<file path="src/sv/mexp_pkg.sv">
`default_nettype none
// ----------------------------------------------------------------------------
// Modular exponentiation package
// Widths, register map and reset values shared by the exponentiation core.
// ----------------------------------------------------------------------------
package mexp_pkg;

    // Default modulus width and exponent width of the core.
    localparam int MODULUS_WIDTH  = 31;
    localparam int EXPONENT_WIDTH = 63;

    // Fixed widths of the base input and the result output.
    localparam int BASE_WIDTH   = 63;
    localparam int RESULT_WIDTH = 31;

    // Configuration port geometry.
    localparam int APB_ADDR_WIDTH = 3;
    localparam int APB_DATA_WIDTH = 32;

    // Register index of the modulus (byte address is four times the index).
    localparam logic REG_MODULUS = 1'b0;

    // Modulus after reset.
    localparam logic [30:0] MODULUS_RESET = 31'd1000000007;

    // Request to the shared modular multiplier.
    typedef struct packed {
        logic start;
        logic full;   // Walk every multiplier bit instead of the low modulus bits.
    } mm_req_t;

endpackage : mexp_pkg
`default_nettype wire

</file>
<file path="src/sv/mexp_cfg.sv">
`default_nettype none
// ----------------------------------------------------------------------------
// Modular exponentiation configuration registers
// APB-style register file holding the modulus.
// ----------------------------------------------------------------------------
module mexp_cfg #(
    parameter int MODULUS_WIDTH = mexp_pkg::MODULUS_WIDTH
) (
    input  wire logic                                clk,
    input  wire logic                                rst_n,
    input  wire logic                                psel,
    input  wire logic                                penable,
    input  wire logic                                pwrite,
    input  wire logic [mexp_pkg::APB_ADDR_WIDTH-1:0] paddr,
    input  wire logic [mexp_pkg::APB_DATA_WIDTH-1:0] pwdata,
    output logic      [mexp_pkg::APB_DATA_WIDTH-1:0] prdata,
    output logic                                     pready,
    output logic      [MODULUS_WIDTH-1:0]            modulus
);

    localparam logic [MODULUS_WIDTH-1:0] MOD_RST = mexp_pkg::MODULUS_RESET[MODULUS_WIDTH-1:0];

    logic                     wr_en;
    logic                     sel_modulus;
    logic [MODULUS_WIDTH-1:0] modulus_reg;
    logic [MODULUS_WIDTH-1:0] modulus_next;

    // Address decode: word index sits above the two byte-offset bits.
    assign sel_modulus = (paddr[mexp_pkg::APB_ADDR_WIDTH-1:2] == mexp_pkg::REG_MODULUS);
    assign wr_en       = psel && penable && pwrite;
    assign pready      = 1'b1;

    // Write path.
    always_comb
    begin
        modulus_next = modulus_reg;
        if (wr_en && sel_modulus)
        begin
            modulus_next = pwdata[MODULUS_WIDTH-1:0];
        end
    end

    always_ff @(posedge clk or negedge rst_n)
    begin
        if (!rst_n)
        begin
            modulus_reg <= MOD_RST;
        end
        else
        begin
            modulus_reg <= modulus_next;
        end
    end

    // Read path.
    always_comb
    begin
        prdata = '0;
        if (sel_modulus)
        begin
            prdata = mexp_pkg::APB_DATA_WIDTH'(modulus_reg);
        end
    end

    assign modulus = modulus_reg;

endmodule : mexp_cfg
`default_nettype wire

</file>
<file path="src/sv/mexp_modmul.sv">
`default_nettype none
// ----------------------------------------------------------------------------
// Modular exponentiation shared multiplier
// Bit-serial interleaved modular multiplier: one multiplier bit per cycle,
// doubling and conditional add, each followed by one conditional subtract.
// ----------------------------------------------------------------------------
module mexp_modmul #(
    parameter int MODULUS_WIDTH = mexp_pkg::MODULUS_WIDTH,
    parameter int A_WIDTH       = mexp_pkg::BASE_WIDTH
) (
    input  wire logic                     clk,
    input  wire logic                     rst_n,
    input  wire mexp_pkg::mm_req_t        req,
    input  wire logic [A_WIDTH-1:0]       op_a,     // multiplier, any value
    input  wire logic [MODULUS_WIDTH-1:0] op_b,     // multiplicand, below modulus
    input  wire logic [MODULUS_WIDTH-1:0] modulus,  // nonzero
    output logic                          done,
    output logic      [MODULUS_WIDTH-1:0] result
);

    localparam int CW = $clog2(A_WIDTH + 1);
    localparam int MW = MODULUS_WIDTH;

    logic           busy_reg, busy_next;
    logic           done_reg, done_next;
    logic [CW-1:0]  cnt_reg, cnt_next;
    logic [A_WIDTH-1:0] a_reg, a_next;
    logic [MW-1:0]  b_reg, b_next;
    logic [MW-1:0]  m_reg, m_next;
    logic [MW-1:0]  acc_reg, acc_next;

    logic [MW:0]    dbl;
    logic [MW-1:0]  dbl_red;
    logic [MW:0]    sum;
    logic [MW-1:0]  step_val;

    // One step: acc = (2*acc + bit*b) mod m, with both partial values below 2m.
    always_comb
    begin
        dbl      = {acc_reg, 1'b0};
        dbl_red  = (dbl >= {1'b0, m_reg}) ? MW'(dbl - {1'b0, m_reg}) : dbl[MW-1:0];
        sum      = {1'b0, dbl_red} + (a_reg[A_WIDTH-1] ? {1'b0, b_reg} : '0);
        step_val = (sum >= {1'b0, m_reg}) ? MW'(sum - {1'b0, m_reg}) : sum[MW-1:0];
    end

    // Sequencing of the bit walk.
    always_comb
    begin
        busy_next = busy_reg;
        done_next = 1'b0;
        cnt_next  = cnt_reg;
        a_next    = a_reg;
        b_next    = b_reg;
        m_next    = m_reg;
        acc_next  = acc_reg;
        if (req.start)
        begin
            busy_next = 1'b1;
            b_next    = op_b;
            m_next    = modulus;
            acc_next  = '0;
            if (req.full)
            begin
                a_next   = op_a;
                cnt_next = CW'(A_WIDTH);
            end
            else
            begin
                a_next   = {op_a[MW-1:0], {(A_WIDTH - MW){1'b0}}};
                cnt_next = CW'(MW);
            end
        end
        else if (busy_reg)
        begin
            acc_next = step_val;
            a_next   = {a_reg[A_WIDTH-2:0], 1'b0};
            cnt_next = cnt_reg - CW'(1);
            if (cnt_reg == CW'(1))
            begin
                busy_next = 1'b0;
                done_next = 1'b1;
            end
        end
    end

    always_ff @(posedge clk or negedge rst_n)
    begin
        if (!rst_n)
        begin
            busy_reg <= 1'b0;
            done_reg <= 1'b0;
            cnt_reg  <= '0;
        end
        else
        begin
            busy_reg <= busy_next;
            done_reg <= done_next;
            cnt_reg  <= cnt_next;
        end
    end

    always_ff @(posedge clk)
    begin
        a_reg   <= a_next;
        b_reg   <= b_next;
        m_reg   <= m_next;
        acc_reg <= acc_next;
    end

    assign done   = done_reg;
    assign result = acc_reg;

endmodule : mexp_modmul
`default_nettype wire

</file>
<file path="src/sv/modular_exponentiation_core.sv">
`default_nettype none
// ----------------------------------------------------------------------------
// Modular exponentiation core
// Computes base to the power exponent modulo a programmable modulus.
// ----------------------------------------------------------------------------
// Each request carries a base and an exponent and yields one result,
// base^exponent mod modulus, by right-to-left square-and-multiply. All
// arithmetic runs on one bit-serial modular multiplier that handles one
// multiplier bit per cycle. The base is first reduced over all BASE_WIDTH
// (63) bits; then every exponent bit below the highest set bit costs one
// squaring over MODULUS_WIDTH bits, and every set bit costs one
// multiplication over MODULUS_WIDTH bits. in_stall is high for the whole
// computation. The finished result sits in an output register, so a new
// request is taken while the previous result still waits. A modulus of
// zero acts as a modulus of one, and an exponent of zero always returns one.
// The user must write the modulus only while the core is idle; the core
// itself does not enforce this.
// ----------------------------------------------------------------------------
module modular_exponentiation_core #(
    parameter int MODULUS_WIDTH  = mexp_pkg::MODULUS_WIDTH,
    parameter int EXPONENT_WIDTH = mexp_pkg::EXPONENT_WIDTH
) (
    input  wire logic                                  clk,
    input  wire logic                                  rst_n,
    // Configuration port
    input  wire logic                                  psel,
    input  wire logic                                  penable,
    input  wire logic                                  pwrite,
    input  wire logic [mexp_pkg::APB_ADDR_WIDTH-1:0]   paddr,
    input  wire logic [mexp_pkg::APB_DATA_WIDTH-1:0]   pwdata,
    output logic      [mexp_pkg::APB_DATA_WIDTH-1:0]   prdata,
    output logic                                       pready,
    // Request channel
    input  wire logic                                  in_valid,
    output logic                                       in_stall,
    input  wire logic [mexp_pkg::BASE_WIDTH-1:0]       base,
    input  wire logic [EXPONENT_WIDTH-1:0]             exponent,
    // Result channel
    output logic                                       out_valid,
    input  wire logic                                  out_stall,
    output logic      [mexp_pkg::RESULT_WIDTH-1:0]     power_result
);

    localparam int MW = MODULUS_WIDTH;
    localparam int AW = mexp_pkg::BASE_WIDTH;

    typedef enum logic [5:0] {
        ST_IDLE   = 6'b000001,
        ST_REDUCE = 6'b000010,
        ST_STEP   = 6'b000100,
        ST_MUL    = 6'b001000,
        ST_SQR    = 6'b010000,
        ST_FINISH = 6'b100000
    } state_t;

    state_t              state_reg, state_next;
    logic [EXPONENT_WIDTH-1:0] e_reg, e_next;
    logic [MW-1:0]       acc_reg, acc_next;
    logic [MW-1:0]       b_reg, b_next;
    logic                out_valid_reg, out_valid_next;
    logic [MW-1:0]       out_data_reg, out_data_next;

    logic [MW-1:0]       modulus;
    logic [MW-1:0]       m_eff;
    logic                in_take;
    logic                e_upper_zero;

    mexp_pkg::mm_req_t   mm_req;
    logic [AW-1:0]       mm_a;
    logic [MW-1:0]       mm_b;
    logic                mm_done;
    logic [MW-1:0]       mm_result;

    // Register file.
    mexp_cfg #(
        .MODULUS_WIDTH (MW)
    ) u_cfg (
        .clk     (clk),
        .rst_n   (rst_n),
        .psel    (psel),
        .penable (penable),
        .pwrite  (pwrite),
        .paddr   (paddr),
        .pwdata  (pwdata),
        .prdata  (prdata),
        .pready  (pready),
        .modulus (modulus)
    );

    // Shared modular multiplier.
    mexp_modmul #(
        .MODULUS_WIDTH (MW),
        .A_WIDTH       (AW)
    ) u_modmul (
        .clk     (clk),
        .rst_n   (rst_n),
        .req     (mm_req),
        .op_a    (mm_a),
        .op_b    (mm_b),
        .modulus (m_eff),
        .done    (mm_done),
        .result  (mm_result)
    );

    // A zero modulus behaves as a modulus of one.
    assign m_eff        = (modulus == '0) ? MW'(1) : modulus;
    assign in_stall     = (state_reg != ST_IDLE);
    assign in_take      = in_valid && !in_stall;
    assign e_upper_zero = ((e_reg >> 1) == '0);

    // Sequencer for reduction, multiply and square steps.
    always_comb
    begin
        state_next     = state_reg;
        e_next         = e_reg;
        acc_next       = acc_reg;
        b_next         = b_reg;
        out_valid_next = out_valid_reg && out_stall;
        out_data_next  = out_data_reg;
        mm_req         = '0;
        mm_a           = AW'(b_reg);
        mm_b           = b_reg;

        unique case (state_reg)
            ST_IDLE:
            begin
                // Reduce the base as base * 1 mod m.
                mm_a = base;
                mm_b = (m_eff == MW'(1)) ? '0 : MW'(1);
                if (in_take)
                begin
                    e_next      = exponent;
                    acc_next    = MW'(1);
                    mm_req      = '{start: 1'b1, full: 1'b1};
                    state_next  = ST_REDUCE;
                end
            end
            ST_REDUCE:
            begin
                if (mm_done)
                begin
                    b_next     = mm_result;
                    state_next = ST_STEP;
                end
            end
            ST_STEP:
            begin
                if (e_reg == '0)
                begin
                    state_next = ST_FINISH;
                end
                else if (e_reg[0])
                begin
                    mm_a       = AW'(acc_reg);
                    mm_req     = '{start: 1'b1, full: 1'b0};
                    state_next = ST_MUL;
                end
                else
                begin
                    mm_req     = '{start: 1'b1, full: 1'b0};
                    state_next = ST_SQR;
                end
            end
            ST_MUL:
            begin
                if (mm_done)
                begin
                    acc_next = mm_result;
                    if (e_upper_zero)
                    begin
                        // Last set bit: the square would never be used.
                        e_next     = '0;
                        state_next = ST_STEP;
                    end
                    else
                    begin
                        mm_req     = '{start: 1'b1, full: 1'b0};
                        state_next = ST_SQR;
                    end
                end
            end
            ST_SQR:
            begin
                if (mm_done)
                begin
                    b_next     = mm_result;
                    e_next     = e_reg >> 1;
                    state_next = ST_STEP;
                end
            end
            ST_FINISH:
            begin
                if (!out_valid_reg || !out_stall)
                begin
                    out_valid_next = 1'b1;
                    out_data_next  = acc_reg;
                    state_next     = ST_IDLE;
                end
            end
            default:
            begin
                state_next = ST_IDLE;
            end
        endcase
    end

    always_ff @(posedge clk or negedge rst_n)
    begin
        if (!rst_n)
        begin
            state_reg     <= ST_IDLE;
            out_valid_reg <= 1'b0;
        end
        else
        begin
            state_reg     <= state_next;
            out_valid_reg <= out_valid_next;
        end
    end

    always_ff @(posedge clk)
    begin
        e_reg        <= e_next;
        acc_reg      <= acc_next;
        b_reg        <= b_next;
        out_data_reg <= out_data_next;
    end

    assign out_valid    = out_valid_reg;
    assign power_result = mexp_pkg::RESULT_WIDTH'(out_data_reg);

endmodule : modular_exponentiation_core
`default_nettype wire

</file>
<file path="config.mk">
export PLATFORM = sky130hd
export DESIGN_NAME = modular_exponentiation_core
export DESIGN_NICKNAME = d
export VERILOG_FILES = /design/src/sv/mexp_pkg.sv /design/src/sv/mexp_cfg.sv /design/src/sv/mexp_modmul.sv /design/src/sv/modular_exponentiation_core.sv
export SDC_FILE = /design/constraint.sdc
export NUM_CORES = 1
export LEC_CHECK = 0
export ABC_AREA = 1
export BUFFER_PORTS_ARGS = -buffer_cell sky130_fd_sc_hd__clkbuf_2
export CORE_MARGIN = 2
export CORE_UTILIZATION = 50
export CTS_BUF_LIST = sky130_fd_sc_hd__clkbuf_8
export DETAILED_ROUTE_END_ITERATION = 16
export PLACE_DENSITY = 0.69
export SETUP_SLACK_MARGIN = 0.5
export SLEW_MARGIN = 20
export SYNTH_ARGS = -nofsm -noshare
export SYNTH_HDL_FRONTEND = slang
export SYNTH_SLANG_ARGS = --single-unit
</file>
<file path="constraint.sdc">
create_clock -name clk -period 10.2 [get_ports clk]
set_input_delay 2.04 -clock clk [delete_from_list [all_inputs] [get_ports clk]]
set_output_delay 2.04 -clock clk [all_outputs]
set_load 0.05 [all_outputs]
</file>
==> results.yml, run 1 <==
setup_path:
  cp.required_ps: 10710
  critical_path.slowest_cell: "nand3_2"
  worst-path-stages: 33
  crit_path_start: "u_modmul.m_reg[0]"
  crit_type: "flop to flop"
  path_max_fanout: 46
  critical_path.endpoint: "u_modmul.result[9]"
  r2r-start: "u_modmul.m_reg[0]"
  r2r_slack_ps: 2740
  path_delay_family: "simple AND/OR/NAND/NOR gates"
  cp-end-kind: "flop"
  arrival_ps: 7970
  start_kind: "flop"
  worst_path_largest_cell_delay_ps: 750
  reg2reg_to: "u_modmul.result[9]"
  path_buf_inv: 5
  cp_common_cell: "nand2_1"
  reg2reg_depth: 33
worst_hold_path:
  hold_class: "flop to flop"
timing:
  slew_headroom_pct: 28.7
  timing.fmax_mhz: 134
  drv_slew: 0
  fin_crit_sh_pct: 73.1
  grt_setup_unrepaired: "no"
  finalSetupTns_ps: 0
  worst_pin_slew_ps: 1070
  setup_viol: 0
  clock_skew_ps: 35.3
  period_needed_ps: 7460
  finalHoldViolCount: 0
clocking:
  cts-root-buf: "clkbuf_8"
  clk-insertion-delay-late_ps: 650
  clkSlewWorstSetupHoldPaths_ps: 60
  numCtsBuffers: 66
  cts_setup_buffers: 0
  cts-hold-fix-buffers: 0
  cts_sinks: 358
  cts_tree: "yes"
  h-tree-depth: 3
  ctsResizeCount: 0
  clockBufferDepth: 3
yosys:
  netlist_instances: 2996
  ys_types: 53
  yosysSeqAreaShare_pct: 44.8
  yosys_warnings: 0
  ys_seq_elements: 358
  synthFlopType: "edfxtp_1"
  synth_edf_count: 281
  synth_fp_nets: 3262
  syn-cell-area_mm2: 0.0228
  synth.avg_cell_area_um2: 7.62
  async_flop_share_pct: 12.8
grt:
  antenna_found_initial: 0
  grt_max_degree: 127
  grt.total_usage_pct: 28.3
  grt_pass1_wl_um: 104000
  grt_overflow: 0
  grt_pass1_vias: 19500
route:
  drtPass1Iterations: 6
  drc: 0
  drt_wl_total_um: 66500
  ant_nets: 0
  routedWlPerCell_um: 17.4
  drt-vias-per-instance: 5.26
  drt_iter0_markers: 1689
  vias: 20100
layout:
  multi_input_area_mm2: 0.0102
  regArea_mm2: 0.0102
  area_growth_pct: 11.8
  nNetsFinal: 3446
  final_common_cell: "nand2_1"
  mostFrequentLayoutCells: "nand2_1 (854), inv_1 (488), edfxtp_1 (281)"
  num_antenna_cells: 0
  final_layout_size_suffix_gt1_share_pct: 12.0
  nFillCells: 4323
floorplan:
  die_w_um: 218
  start_util_pct: 50.5
  dieHeight_um: 218
  num_io_pins: 234
  die_area_mm2: 0.0474
  rows: 78
  core_region_area_mm2: 0.0452
run:
  drv_cap: 0
placed_design:
  numPortBuffers: 228
  place_congestion: 0.929
  dp_hpwl_um: 51700
run_status:
  status: "finished, final reports clean"
-- worst min-delay path by stage --
stage | depth (start not counted) | to | slack [ps] | start
final | 0 | u_modmul.m_reg[8] | 440 | u_cfg.modulus[8]
after global routing | 0 | power_result[18] | 450 | acc_reg[18]
after CTS | 0 | u_modmul.m_reg[8] | 440 | u_cfg.modulus[8]
after detailed placement | 0 | u_modmul.m_reg[8] | 430 | u_cfg.modulus[8]
after global placement | 0 | power_result[19] | 430 | acc_reg[19]
after floorplan | 0 | power_result[10] | 430 | acc_reg[10]
-- synth_stat cells (4+ instances only) --
| cell | instances | share of area (%) |
|---|---|---|
| nand3_1 | 209 | 4.6 |
| a31oi_1 | 35 | 0.96 |
| o21ai_1 | 30 | 0.66 |
| nand2_2 | 5 | 0.14 |
| dfrtp_1 | 29 | 3.2 |
| o21ai_0 | 160 | 3.5 |
| or2_1 | 4 | 0.11 |
| clkbuf_1 | 76 | 1.3 |
| dfxtp_1 | 31 | 2.7 |
| a21boi_0 | 4 | 0.13 |
| edfxtp_1 | 281 | 37 |
| buf_6 | 6 | 0.30 |
| buf_4 | 12 | 0.39 |
| a21oi_2 | 4 | 0.15 |
| dfstp_2 | 17 | 2.0 |
| nor3_1 | 17 | 0.37 |
| ha_1 | 95 | 5.2 |
| inv_1 | 466 | 7.7 |
| nand2_1 | 854 | 14 |
| nor4_1 | 9 | 0.25 |
| a21o_1 | 9 | 0.30 |
| a21oi_1 | 128 | 2.8 |
| nand3b_1 | 21 | 0.69 |
| xnor2_1 | 25 | 0.96 |
| or2_0 | 24 | 0.66 |
| nor2_1 | 265 | 4.4 |
| nand4_1 | 44 | 1.2 |
| o21bai_1 | 19 | 0.63 |
| buf_2 | 25 | 0.55 |
| buf_1 | 7 | 0.12 |
| inv_2 | 14 | 0.23 |
| xor2_1 | 32 | 1.2 |
-- routing by layer --
layer / up-vias / part of all wire (%) / track usage [%] / wire (µm)
li1: 10100 / - / - / -
met1: 9308 / 45 / 38.4 / 29900
met2: 657 / 45 / 46.4 / 30200
met3: 105 / 6.6 / 4.38 / 4380
met4: 0 / 2.9 / 9.63 / 1900
met5: - / 0 / 0 / 0
-- worst reg2reg max path, delay by kind of cell, from the launching register on --
kind | cells | cell delay (ps)
adders and majority gates | 3 | 1190
and+or+nand+nor | 22 | 3920
DFF | 1 | 450
buffers and inverters | 5 | 1180
AOI/OAI and AO/OA | 3 | 590
-- final cells by class --
cell class / instances / area share (%)
flip-flops and latches: 358 / 40.1
multi-input cells: 2030 / 40.0
inverters: 481 / 7.09
repair buffers: 243 / 4.94
clock buffers: 73 / 3.94
well taps: 600 / 2.94
clock inverters: 45 / 0.985
-- cell families (layout without fill, tap and decap cells) --
kind of cell | Yosys count | after routing | share of synthesized area [%]
other cells | 2 | 2 | 0.0329
compound gates | 403 | 403 | 9.60
xor+xnor | 57 | 57 | 2.19
flops | 358 | 358 | 44.8
buf+inv | 608 | 842 | 10.5
simple gates | 1470 | 1470 | 27.3
fa+ha+maj | 98 | 98 | 5.47
-- through the flow --
| step | hold WS (ps) | cells | cell area (µm²) | utilization [%] | worst slack (ps) |
|---|---|---|---|---|---|
| finish | 437 | 3830 | 25500 | 56.5 | 2740 |
| global route | 452 | 3830 | 25500 | 56.5 | 1830 |
| CTS | 437 | 3829 | 25500 | 56.4 | 2790 |
| detailed placement | 432 | 3711 | 24200 | 53.7 | 2830 |
| global placement | 432 | 3711 | 24200 | 53.7 | 2860 |
| floorplan | 427 | 2996 | 22800 | - | 4850 |
Power of run 1 is not shown: default switching activity piles up to over one toggle a cycle in this logic, so the estimate is an artifact.
==> run 2: changes to the inputs <==
==> constraint.sdc (replaced) <==
create_clock -name clk -period 7.5 [get_ports clk]
set_input_delay 1.5 -clock clk [delete_from_list [all_inputs] [get_ports clk]]
set_output_delay 1.5 -clock clk [all_outputs]
set_load 0.05 [all_outputs]
==> run 2 against run 1 <==
Compared with the run above: maximum frequency grew 15%; utilization about the same; sequential cell count stayed put; die area unchanged; non-clock buffer count increased by 6; hold slack worse by 8.1 ps; critical path depth shrank 1; register-to-register slack got worse by 1700 ps; global-route usage decreased by 0.29 points; sequential share of layout area about the same; design area is essentially flat; clock skew is 0.51 ps lower.
==> results.yml, run 2 (synthesis gave the netlist of run 1 again) <==
layout:
  nNetsFinal: 3447
  fin_cells: 3830
  final_common_cell: "nand2_1"
  area_growth_pct: 11.8
  mostFrequentLayoutCells: "nand2_1 (854), inv_1 (485), edfxtp_1 (281)"
  final_layout_size_suffix_gt1_share_pct: 12.0
  num_antenna_cells: 0
grt:
  grt_pass1_wl_um: 104000
  grt_pass1_vias: 19600
  antenna_found_initial: 0
  grt_overflow: 0
  grt.total_usage_pct: 28.0
  grt_max_degree: 127
clocking:
  clkSlewWorstSetupHoldPaths_ps: 60
  cts_setup_buffers: 0
  clockBufferDepth: 3
  clk-insertion-delay-late_ps: 680
  cts_tree: "yes"
  numCtsBuffers: 61
  cts-root-buf: "clkbuf_8"
  ctsResizeCount: 0
  h-tree-depth: 2
  cts_sinks: 358
  cts-hold-fix-buffers: 0
placed_design:
  place_congestion: 0.924
  dp_hpwl_um: 51600
  numPortBuffers: 228
  dp.cells: 3716
floorplan:
  core_region_area_mm2: 0.0452
  dieHeight_um: 218
  die_w_um: 218
  start_util_pct: 50.5
  die_area_mm2: 0.0474
  num_io_pins: 234
  rows: 78
setup_path:
  critical_path.slowest_cell: "xor2_1"
  start_kind: "flop"
  cp-end-kind: "flop"
  cp.required_ps: 8070
  cp_common_cell: "nand2_1"
  r2r-start: "u_modmul.m_reg[27]"
  critical_path.endpoint: "u_modmul.result[23]"
  path_max_fanout: 12
  worst_path_largest_cell_delay_ps: 460
  reg2reg_depth: 32
  path_buf_inv: 5
  crit_type: "flop to flop"
  reg2reg_to: "u_modmul.result[23]"
  crit_path_start: "u_modmul.m_reg[27]"
  worst-path-stages: 32
  path_delay_family: "simple AND/OR/NAND/NOR gates"
  r2r_slack_ps: 1020
  arrival_ps: 7060
route:
  drt-vias-per-instance: 5.28
  drtPass1Iterations: 6
  drc: 0
  vias: 20200
  drt_iter0_markers: 1753
  ant_nets: 0
  routedWlPerCell_um: 17.2
  drt_wl_total_um: 66000
timing:
  fin_crit_sh_pct: 86.5
  finalSetupTns_ps: 0
  clock_skew_ps: 34.8
  timing.fmax_mhz: 154
  slew_headroom_pct: 31.1
  whs_ps: 429
  period_needed_ps: 6480
  worst_pin_slew_ps: 1030
  grt_setup_unrepaired: "no"
  drv_slew: 0
  setup_viol: 0
  finalHoldViolCount: 0
run_status:
  status: "finished, final reports clean"
worst_hold_path:
  hold_class: "flop to flop"
run:
  drv_cap: 0
==> run 2: routing by layer <==
layer  routed length, µm  vias to the layer above  track usage, %
met2               29900                      701            45.6
met5                   0                        -               0
li1                    -                    10100               -
met4                1950                        0            9.29
met1               29700                     9327            38.7
met3                4440                      112            3.75
==> run 2: worst min-delay path by stage <==
stage / start / to / cells past startpoint
floorplan: acc_reg[10] / power_result[10] / 0
global placement: acc_reg[18] / power_result[18] / 0
detailed placement: u_cfg.modulus[8] / u_modmul.m_reg[8] / 0
CTS: acc_reg[18] / power_result[18] / 0
global route: acc_reg[17] / power_result[17] / 0
finish: acc_reg[18] / power_result[18] / 0
==> run 2: worst register-to-register path, delay by kind of cell (launching register included) <==
family | cells | cell delay, ps
compound gates | 5 | 1270
xor+xnor | 1 | 460
fa+ha+maj | 3 | 1100
buf+inv | 5 | 740
flops | 1 | 450
simple gates | 18 | 2350
==> run 2: stage by stage <==
stage | cell area [µm²] | utilization (%) | setup slack, ps
detailed placement | 24300 | 53.8 | 1120
finish | 25500 | 56.4 | 1020
floorplan | 22800 | - | 2690
global route | 25500 | 56.4 | 513
global placement | 24300 | 53.8 | 1230
CTS | 25500 | 56.3 | 1090
==> run 2: final cells by class <==
cell class | instances | area [µm²]
Inverter | 481 | 1810
Timing Repair Buffer | 249 | 1340
Clock inverter | 47 | 267
Multi-Input combinational cell | 2030 | 10200
Sequential cell | 358 | 10200
Fill cell | 4319 | 19700
Clock buffer | 65 | 895
Tap cell | 600 | 751
Power of run 2 is left out for the same reason.
